### config.mk
export PLATFORM = sky130hd
export DESIGN_NAME = height_strip_triangulator
export DESIGN_NICKNAME = d
export VERILOG_FILES = /design/src/hw/rtl/hst_pkg.sv /design/src/hw/rtl/height_strip_triangulator.sv
export SDC_FILE = /design/constraint.sdc
export NUM_CORES = 2
export LEC_CHECK = 0
export BUFFER_PORTS_ARGS = -buffer_cell sky130_fd_sc_hd__buf_4
export CORE_MARGIN = 4
export CORE_UTILIZATION = 62
export CTS_CLUSTER_SIZE = 12
export DETAILED_ROUTE_END_ITERATION = 6
export GPL_TIMING_DRIVEN = 0
export HOLD_SLACK_MARGIN = 0.12
export PLACE_DENSITY = 0.81
export SETUP_SLACK_MARGIN = 0.05
export SLEW_MARGIN = 15
export SYNTH_ARGS = -nofsm -noshare
export SYNTH_HDL_FRONTEND = slang
export SYNTH_SLANG_ARGS = --single-unit
### constraint.sdc
create_clock -name clk -period 26.8 [get_ports clk]
set_input_delay 1.34 -clock clk [delete_from_list [all_inputs] [get_ports clk]]
set_output_delay 1.34 -clock clk [all_outputs]
set_load 0.1 [all_outputs]
### src/hw/rtl/hst_pkg.sv
// types and constants shared by the height strip triangulator and its checker
`timescale 1ns / 1ps
`default_nettype none

package hst_pkg;

	localparam int COORD_W   = 32;
	localparam int X_SCALE_W = 18;
	localparam logic [X_SCALE_W-1:0] X_SCALE_RESET = 18'd21845;

	// configuration register indexes
	typedef logic [0:0] reg_index_t;
	localparam reg_index_t REG_VOID_CUTOFF = 1'b0;
	localparam reg_index_t REG_X_SCALE     = 1'b1;

	// one input word: a column of the strip
	typedef struct packed {
		logic signed [COORD_W-1:0] height_lower;
		logic signed [COORD_W-1:0] height_upper;
		logic signed [COORD_W-1:0] lower_y;
		logic signed [COORD_W-1:0] upper_y;
		logic                      first_column;
		logic                      last_column;
	} in_word_t;

	// one output word: a triangle
	typedef struct packed {
		logic signed [COORD_W-1:0] ax;
		logic signed [COORD_W-1:0] ay;
		logic signed [COORD_W-1:0] az;
		logic signed [COORD_W-1:0] bx;
		logic signed [COORD_W-1:0] by;
		logic signed [COORD_W-1:0] bz;
		logic signed [COORD_W-1:0] cx;
		logic signed [COORD_W-1:0] cy;
		logic signed [COORD_W-1:0] cz;
		logic                      last_of_item;
	} out_word_t;

	typedef struct packed {
		logic signed [COORD_W-1:0] x;
		logic signed [COORD_W-1:0] y;
		logic signed [COORD_W-1:0] z;
	} vtx_t;

	// triangles of one column in emission order
	typedef enum logic [2:0] {
		TRI_LEFT0,
		TRI_LEFT1,
		TRI_CELL0,
		TRI_CELL1,
		TRI_RIGHT0,
		TRI_RIGHT1
	} tri_sel_t;

	localparam int NUM_TRI = 6;

endpackage

`default_nettype wire

### src/hw/rtl/height_strip_triangulator.sv
// height strip triangulator: columns of a two-row height strip in, triangles out
//
// usage: one word on the input channel is one column of the strip (two heights,
// the two row y values, first/last markers). each column gives 0 to 4 triangle
// words on the output channel, in order left wall, cell, right wall; the last
// triangle of a column has last_of_item set. a column with a void cell and no
// marker gives no word at all.
// the input word goes through the input register, the emit stage and the
// output register. throughput: one triangle per cycle while the receiver is
// ready, set by the single output register; a column's triangles leave one
// after another, an empty column gives none. the input register takes a new
// word while the emit stage still works on the previous one.
// reset clears the pipeline, the column count, the carried heights and the
// registers (void_cutoff 0, x_scale 21845). configuration writes take effect
// at once and are meant for when the block is drained.
// a stalled receiver holds the output word steady; the emit stage and then the
// input register fill and in_ready drops. nothing is dropped or repeated.
`timescale 1ns / 1ps
`default_nettype none

module height_strip_triangulator #(
	parameter int MAX_COLUMNS = 4096
) (
	input  wire logic               clk,
	input  wire logic               arst_n,
	input  wire logic               cfg_write,
	input  wire hst_pkg::reg_index_t cfg_index,
	input  wire logic [31:0]        cfg_data,
	input  wire logic               in_valid,
	output logic                    in_ready,
	input  wire hst_pkg::in_word_t  in_data,
	output logic                    out_valid,
	input  wire logic               out_ready,
	output hst_pkg::out_word_t      out_data
);
	import hst_pkg::*;

	localparam int CW = (MAX_COLUMNS > 1) ? $clog2(MAX_COLUMNS) : 1;
	localparam int PW = CW + X_SCALE_W;
	localparam logic [CW:0] LAST_IDX = (CW+1)'(MAX_COLUMNS - 1);

	// configuration
	logic signed [COORD_W-1:0] void_cutoff_q;
	logic [X_SCALE_W-1:0]      x_scale_q;

	// column state
	logic signed [COORD_W-1:0] prev_lower_q;
	logic signed [COORD_W-1:0] prev_upper_q;
	logic [CW-1:0]             column_count_q;

	// stage 1: captured column
	logic                      valid_s1;
	in_word_t                  word_s1;
	logic [CW-1:0]             idx_s1;
	logic                      cell_s1;
	logic signed [COORD_W-1:0] pl_s1;
	logic signed [COORD_W-1:0] pu_s1;

	// stage 2: emit stage
	logic                      valid_s2;
	logic [NUM_TRI-1:0]        mask_s2;
	logic signed [COORD_W-1:0] x_s2;
	logic signed [COORD_W-1:0] xp_s2;
	logic signed [COORD_W-1:0] uy_s2;
	logic signed [COORD_W-1:0] ly_s2;
	logic signed [COORD_W-1:0] hu_s2;
	logic signed [COORD_W-1:0] hl_s2;
	logic signed [COORD_W-1:0] pl_s2;
	logic signed [COORD_W-1:0] pu_s2;
	logic                      adb_s2;

	// output register
	logic                      out_valid_q;
	out_word_t                 out_data_q;

	// accept side
	logic                      in_acc;
	logic [CW-1:0]             idx;
	logic                      cell_ok;
	logic [CW:0]               idx_inc;
	logic [CW-1:0]             count_next;

	// stage 1 to 2
	logic [PW-1:0]             prod_x;
	logic [PW-1:0]             prod_xp;
	logic signed [COORD_W:0]   diff_db;
	logic signed [COORD_W:0]   diff_ac;
	logic [COORD_W:0]          mag_db;
	logic [COORD_W:0]          mag_ac;
	logic [NUM_TRI-1:0]        mask_new;

	// emit side
	logic                      out_free;
	logic                      emit;
	logic                      s2_free;
	logic [NUM_TRI-1:0]        mask_rest;
	tri_sel_t                  sel;
	vtx_t                      v_u, v_l, v_ub, v_lb, v_c, v_d;
	vtx_t                      va, vb, vc;
	out_word_t                 tri_word;

	function automatic logic signed [COORD_W-1:0] sat_x(input logic [PW-1:0] p);
		logic over;
		over = |(p >> (COORD_W - 1));
		sat_x = over ? {1'b0, {(COORD_W-1){1'b1}}} : COORD_W'(p);
	endfunction

	function automatic vtx_t mk_vtx(
		input logic signed [COORD_W-1:0] x,
		input logic signed [COORD_W-1:0] y,
		input logic signed [COORD_W-1:0] z
	);
		vtx_t v;
		v.x = x;
		v.y = y;
		v.z = z;
		mk_vtx = v;
	endfunction

	// configuration writes
	always_ff @(posedge clk or negedge arst_n) begin
		if (!arst_n) begin
			void_cutoff_q <= '0;
			x_scale_q     <= X_SCALE_RESET;
		end else if (cfg_write) begin
			case (cfg_index)
				REG_VOID_CUTOFF: void_cutoff_q <= cfg_data;
				REG_X_SCALE:     x_scale_q     <= cfg_data[X_SCALE_W-1:0];
				default: ;
			endcase
		end
	end

	// accept side: column index, cell test, next count
	always_comb begin
		idx     = in_data.first_column ? '0 : column_count_q;
		cell_ok = (idx != '0)
			&& (in_data.height_upper > void_cutoff_q)
			&& (in_data.height_lower > void_cutoff_q)
			&& (prev_lower_q > void_cutoff_q)
			&& (prev_upper_q > void_cutoff_q);
		idx_inc = {1'b0, idx} + 1'b1;
		if (in_data.last_column)
			count_next = '0;
		else if (idx_inc > LAST_IDX)
			count_next = LAST_IDX[CW-1:0];
		else
			count_next = idx_inc[CW-1:0];
	end

	assign in_acc   = in_valid && in_ready;
	assign in_ready = !valid_s1 || s2_free;

	always_ff @(posedge clk or negedge arst_n) begin
		if (!arst_n) begin
			prev_lower_q   <= '0;
			prev_upper_q   <= '0;
			column_count_q <= '0;
		end else if (in_acc) begin
			prev_lower_q   <= in_data.height_lower;
			prev_upper_q   <= in_data.height_upper;
			column_count_q <= count_next;
		end
	end

	always_ff @(posedge clk or negedge arst_n) begin
		if (!arst_n) begin
			valid_s1 <= 1'b0;
		end else if (in_acc) begin
			valid_s1 <= 1'b1;
		end else if (s2_free) begin
			valid_s1 <= 1'b0;
		end
	end

	always_ff @(posedge clk) begin
		if (in_acc) begin
			word_s1 <= in_data;
			idx_s1  <= idx;
			cell_s1 <= cell_ok;
			pl_s1   <= prev_lower_q;
			pu_s1   <= prev_upper_q;
		end
	end

	// column x values and diagonal choice
	always_comb begin
		prod_x  = PW'(idx_s1) * PW'(x_scale_q);
		prod_xp = PW'(CW'(idx_s1 - 1'b1)) * PW'(x_scale_q);
		diff_db = {pu_s1[COORD_W-1], pu_s1} - {word_s1.height_lower[COORD_W-1],
			word_s1.height_lower};
		diff_ac = {word_s1.height_upper[COORD_W-1], word_s1.height_upper}
			- {pl_s1[COORD_W-1], pl_s1};
		mag_db  = diff_db[COORD_W] ? (COORD_W+1)'(-diff_db) : diff_db;
		mag_ac  = diff_ac[COORD_W] ? (COORD_W+1)'(-diff_ac) : diff_ac;
		mask_new = {word_s1.last_column, word_s1.last_column, cell_s1, cell_s1,
			idx_s1 == '0, idx_s1 == '0};
	end

	// emit stage control
	always_comb begin
		sel = TRI_RIGHT1;
		for (int i = NUM_TRI - 1; i >= 0; i--) begin
			if (mask_s2[i])
				sel = tri_sel_t'(3'(i));
		end
		mask_rest = mask_s2 & (mask_s2 - 1'b1);
		out_free  = !out_valid_q || out_ready;
		emit      = valid_s2 && (mask_s2 != '0) && out_free;
		s2_free   = !valid_s2 || (mask_s2 == '0) || (emit && (mask_rest == '0));
	end

	always_ff @(posedge clk or negedge arst_n) begin
		if (!arst_n) begin
			valid_s2 <= 1'b0;
			mask_s2  <= '0;
		end else if (s2_free) begin
			valid_s2 <= valid_s1;
			mask_s2  <= mask_new;
		end else if (emit) begin
			mask_s2  <= mask_rest;
		end
	end

	always_ff @(posedge clk) begin
		if (s2_free && valid_s1) begin
			x_s2   <= sat_x(prod_x);
			xp_s2  <= sat_x(prod_xp);
			uy_s2  <= word_s1.upper_y;
			ly_s2  <= word_s1.lower_y;
			hu_s2  <= word_s1.height_upper;
			hl_s2  <= word_s1.height_lower;
			pl_s2  <= pl_s1;
			pu_s2  <= pu_s1;
			adb_s2 <= mag_db < mag_ac;
		end
	end

	// triangle assembly
	always_comb begin
		v_u  = mk_vtx(x_s2, uy_s2, hu_s2);
		v_l  = mk_vtx(x_s2, ly_s2, hl_s2);
		v_ub = mk_vtx(x_s2, uy_s2, '0);
		v_lb = mk_vtx(x_s2, ly_s2, '0);
		v_c  = mk_vtx(xp_s2, ly_s2, pl_s2);
		v_d  = mk_vtx(xp_s2, uy_s2, pu_s2);
		case (sel)
			TRI_LEFT0: begin
				va = v_u; vb = v_ub; vc = v_lb;
			end
			TRI_LEFT1: begin
				va = v_u; vb = v_lb; vc = v_l;
			end
			TRI_CELL0: begin
				va = v_u; vb = v_d; vc = adb_s2 ? v_l : v_c;
			end
			TRI_CELL1: begin
				if (adb_s2) begin
					va = v_c; vb = v_l; vc = v_d;
				end else begin
					va = v_u; vb = v_c; vc = v_l;
				end
			end
			TRI_RIGHT0: begin
				va = v_u; vb = v_lb; vc = v_ub;
			end
			TRI_RIGHT1: begin
				va = v_u; vb = v_l; vc = v_lb;
			end
			default: begin
				va = v_u; vb = v_l; vc = v_lb;
			end
		endcase
		tri_word.ax = va.x;
		tri_word.ay = va.y;
		tri_word.az = va.z;
		tri_word.bx = vb.x;
		tri_word.by = vb.y;
		tri_word.bz = vb.z;
		tri_word.cx = vc.x;
		tri_word.cy = vc.y;
		tri_word.cz = vc.z;
		tri_word.last_of_item = (mask_rest == '0);
	end

	// output register
	always_ff @(posedge clk or negedge arst_n) begin
		if (!arst_n) begin
			out_valid_q <= 1'b0;
		end else if (emit) begin
			out_valid_q <= 1'b1;
		end else if (out_ready) begin
			out_valid_q <= 1'b0;
		end
	end

	always_ff @(posedge clk) begin
		if (emit) begin
			out_data_q <= tri_word;
		end
	end

	assign out_valid = out_valid_q;
	assign out_data  = out_data_q;

endmodule

`default_nettype wire

* Word level (Yosys, flattened, before mapping)
Cells that the tools add are included.
Widths: inputs -> output; s select.
** Cells by class
- Add/subtract/negate cells :: 7
- $mul :: 2
- $lt $le $gt $ge :: 6
- Equality and inequality tests :: 4
- Multiplexer cells :: 22
- Bitwise operators :: 2
- Reductions and logical operators :: 28
** Operator list (count)
- $pmux 94 s4 :: 2
- $mux 94 :: 4
- $gt 32x32->1 :: 4
- $mux 33 :: 2
- $neg 33->33 :: 2
- $sub 32x32->33 :: 2
- $mul 12x18->30 :: 2
- $mux 12 :: 3
- $lt 33x33->1 :: 1
- $add 12x1->13 const B :: 1
- $gt 13x12->1 const B :: 1
- $logic_not 12->1 :: 1
- $logic_not 6->1 :: 2
- $mux 3 :: 4
- $mux 6 :: 2
- $reduce_bool 12->1 :: 1
- $sub 12x1->12 const B :: 1
- $logic_and 1x1->1 :: 9
- $and 6x6->6 :: 1
- $eq 3x2->1 const B :: 2
- $reduce_bool 2->1 :: 3
- $reduce_bool 6->1 :: 1
- $sub 6x1->6 const B :: 1
- $mux 1 :: 5
- other kinds (8) :: 14
** Word-level totals
- Register bits after elaboration :: 883
- Output and inout bits :: 291
- Logic and storage cells :: 109

* Longest topological paths before layout
- Depth after elaboration :: 8
- Depth in mapped cells :: 30

* Worst setup path after synthesis
No wires, ideal clock.
- Path kind :: input-to-reg
- Start :: input out_ready
- End :: register out_data_q (netlist bit out_data[0]) (enable)
- Library setup time :: 934 ps
- Data arrival time :: 13133 ps
- Required time :: 25866 ps
- Slack :: 12734 ps
- Stages on the path :: 2
- Buffers on the path :: 0
- Path through :: nor2b_1 > nor2_1
** Between the ends
- Cells in the longest elaborated chain, start to end :: 2
** Ends and longest elaborated chain
- start, declared :: RTL line height_strip_triangulator.sv:33 : input wire logic out_ready,
- $logic_or 1x1->1 :: RTL line height_strip_triangulator.sv:208 : out_free = !out_valid_q || out_ready;
- $logic_and 1x1->1 :: RTL line height_strip_triangulator.sv:209 : emit = valid_s2 && (mask_s2 != '0) && out_free;
- net emit :: RTL line height_strip_triangulator.sv:94 : logic emit;
- end signal, assigned :: RTL line height_strip_triangulator.sv:299 : out_data_q <= tri_word;
- end, declared :: RTL line height_strip_triangulator.sv:74 : out_word_t out_data_q;
The timed path passes the listed nets, and every way through them passes these cells.
A chain may end at the register's enable or synchronous reset.

* Worst setup path after layout
- Start :: register idx_s1[1]
- End :: register xp_s2[29], data pin
** Between the ends
- Cells in the longest elaborated chain, start to end :: 2
** Ends and longest elaborated chain
- start, declared :: RTL line height_strip_triangulator.sv:54 : logic [CW-1:0] idx_s1;
- start signal, assigned :: RTL line height_strip_triangulator.sv:179 : idx_s1 <= idx;
- $sub 12x1->12 :: RTL line height_strip_triangulator.sv:189 : prod_xp = PW'(CW'(idx_s1 - 1'b1)) * PW'(x_scale_q);
- $mul 12x18->30 :: RTL line height_strip_triangulator.sv:189
- net prod_xp[29] :: RTL line height_strip_triangulator.sv:85 : logic [PW-1:0] prod_xp;
- end signal, assigned :: RTL line height_strip_triangulator.sv:228 : xp_s2 <= sat_x(prod_xp);
- end, declared :: RTL line height_strip_triangulator.sv:63 : logic signed [COORD_W-1:0] xp_s2;
The timed path passes the listed nets, and every way through them passes these cells.

==> summary.txt <==
Outcome
  – Status: finished with violations
  – Failing checks: design-rule violations

Route
  – DRT iter0 DRCs: 4100
  – DRT antenna net count: 0
  – DR pass1 iterations: 7
  – Via count: 39500
  – Vias/cell: 5.99
  – Per-cell routed wire length: between 20 and 25 µm
  – WL final: 157 mm
  – Detailed-route DRC error count: 2

Logic synthesis
  – Yosys cell types: 91
  – Share of flip-flops with an asynchronous set or reset: 15.4%
  – Mapped cell area: 54100 µm²
  – Cells after synthesis: ~4800
  – Seq/Total Area, Yosys: 47.5%
  – Syn Area/Cell: 11.3 µm²
  – Number of synthesized register bits: 877
  – Post-synth EDFFs: 742
  – Most common flop cell mapped by yosys: edfxtp_1
  – Yosys warnings: 0

Min path
  – Hold depth: 0
  – Hold Path Class: flip-flop to flip-flop
  – Min-delay src: word_s1[63]

Setup path
  – CP max FO: 10
  – Setup crit end kind: flip-flop
  – Crit start category: flip-flop
  – Crit-path slowest cell: xor2_1
  – Crit path from: idx_s1[1]
  – Worst Path Arrival: about 10 ns
  – Worst reg2reg path depth: 26
  – Instance count on the critical path: 26
  – CP required: 27.16 ns
  – WS Path Type: flip-flop to flip-flop
  – Critical path's largest stage delay: 0.83 ns
  – Crit path top cell by count: fa_1
  – Critical path's top delay family: adder cells
  – Buffers & Inverters on Critical Path: 7
  – Worst r2r src: idx_s1[1]

Global routing
  – Initial antenna violation count: 20
  – Pin count of the biggest net entering global routing: 83
  – Vias in the first global route: 38700
  – Grt ovf: 0
  – First-pass GRT wire length: 232 mm
  – Total GRT Usage: 33.9%

Run
  – Max Cap Viol: 0

Cells and area
  – P&R area growth vs syn: 15.3%
  – Util after Layout: 71.9%
  – Commonest non-fill, non-tap cell in the layout: nand2_1
  – Filler cells: 5931
  – Max FFs per register: around 280
  – Share of cells above drive strength 1: 14.7%
  – Most frequent cells in the layout: nand2_1, edfxtp_1, inv_1
  – Nets: 6212
  – Final std cells w/o fill: 6584

Clocking
  – CTS Root Cell: clkbuf_16
  – TritonCTS buffer count: 91
  – Clock transition at the registers of the reported paths: 0.06 ns
  – Longest Clk Path Bufs: 3
  – CTS Sinks: 877
  – CTS tree: built
  – H-tree lvl count: 3
  – Post-CTS setup buffer count: 0
  – CTS resizes: 0
  – Skew-Pair Late Insertion Delay: roughly 0.7 ns
  – Hold_buf cts: 0

Timing
  – # setup viols final: 0
  – Slew Viols, Final: 0
  – Final period utilization: between 30% and 40%
  – Unrepaired setup endpoints after global routing: false
  – Layout Skew: 0.0345 ns
  – Hold violation total from the final report: 0
  – Worst Tran Pin Value: between 1 and 1.5 ns
  – Worst Setup Slack, final: 16.68 ns
  – FMAX: 98.9 MHz
  – Fin crit period: 10.12 ns
  – Setup TNS: 0 ns
  – Slew HR: 11.6%

Floorplanning
  – I/O pin count: 459
  – Die W: 303 µm
  – Core area: about 87000 µm²
  – Starting density of the core: 62.4%
  – Row count: approximately 110
  – Die H: roughly 300 µm
  – Die area: 92000 µm²

Placed design
  – Buffers on Ports: ~450
  – Placed insts: 6417
  – Gp weighted congestion: just under 1
  – DP HPWL: 123 mm
  – Dpl ws: 17.00 ns
## routing by layer
metal | global-route usage (%) | vias to the layer above | wire length [µm]
met1 | 46.0 | 19300 | 59200
met2 | 52.0 | 2175 | 70500
met5 | 0 | - | 68
li1 | - | 17500 | -
met3 | 8.37 | 417 | 18900
met4 | 16.0 | 10 | 8470
## path summary, 6_finish.rpt
path	endpoint	slack (ns)
worst min register to register	ly_s2[29]	0.41
worst max-delay path	xp_s2[29]	16.68
worst min-delay path	ly_s2[29]	0.41
min in group asynchronous	void_cutoff_q[29]	0.60
max in group asynchronous	x_scale_q[0]	25.42
worst max register to register	xp_s2[29]	16.68
## cells in the mapped netlist, drive strengths merged, types with 9 or more instances
master	instances	area (µm²)
o41ai	9	86.3
a21o	92	692
nand2b	56	350
nor2	165	619
nor3	46	230
inv	511	1920
xor2	64	561
nand4	56	365
edfxtp	742	22300
nor2b	51	319
mux2i	39	390
dfrtp	127	3180
o21a	33	255
a221o	33	330
nor4	16	130
a31oi	22	144
nand3	33	165
and2	142	890
and3	19	119
clkbuf	160	601
o21bai	9	67.6
a211oi	25	193
o211ai	12	90.1
ha	367	4590
buf	23	123
o21ai	175	880
a21oi	149	749
a22oi	34	255
nand2	876	3290
fa	322	6450
or3	12	80.1
mux2	143	1610
xnor2	110	963
o31ai	12	90.1
## logic make-up (layout without fill, tap and decap cells)
family / count (synthesis) / count (layout) / synth area share [%]
multiplexers: 182 / 182 / 3.70
flip-flops: 877 / 877 / 47.5
AND/OR/NAND/NOR: 1505 / 1505 / 12.6
buffers and inverters: 695 / 1320 / 4.89
XOR/XNOR: 174 / 174 / 2.82
AO/OA/AOI/OAI: 660 / 660 / 8.01
adder cells (fa/ha/maj): 690 / 690 / 20.4
other: 1 / 21 / 0.00694
## stage by stage
stage          hold WS (ns)  instance area (µm²)
2_1_floorplan         0.400                54100
3_3_place_gp          0.401                58900
3_5_place_dp          0.405                59400
4_1_cts               0.415                62300
5_1_grt               0.421                62300
6_report              0.412                62300
## worst register-to-register path: cells and delay by family (launching register included)
kind                       cells  cell delay [ns]
and+or+nand+nor                5             1.26
adders and majority gates      7             3.23
DFF                            1             0.51
xor gates and xnor gates       2             1.52
buffers and inverters          7             1.98
AOI/OAI and AO/OA              5             1.30
## final cells by class
class                   count  area, µm²  area share (%)
repair buffers            473       3900            6.25
flip-flops and latches    877      25700            41.2
inverters                 512       1920            3.08
well taps                1155       1450            2.32
multi-input cells        3217      25800            41.4
plain buffers             183        728            1.17
clock inverters            28        362           0.580
diodes                     15       37.5          0.0602
clock buffers             124       2480            3.99
Power is left out: the tool's default activity adds up to more than one toggle a clock period on the data nets, which glitch-free logic cannot reach.
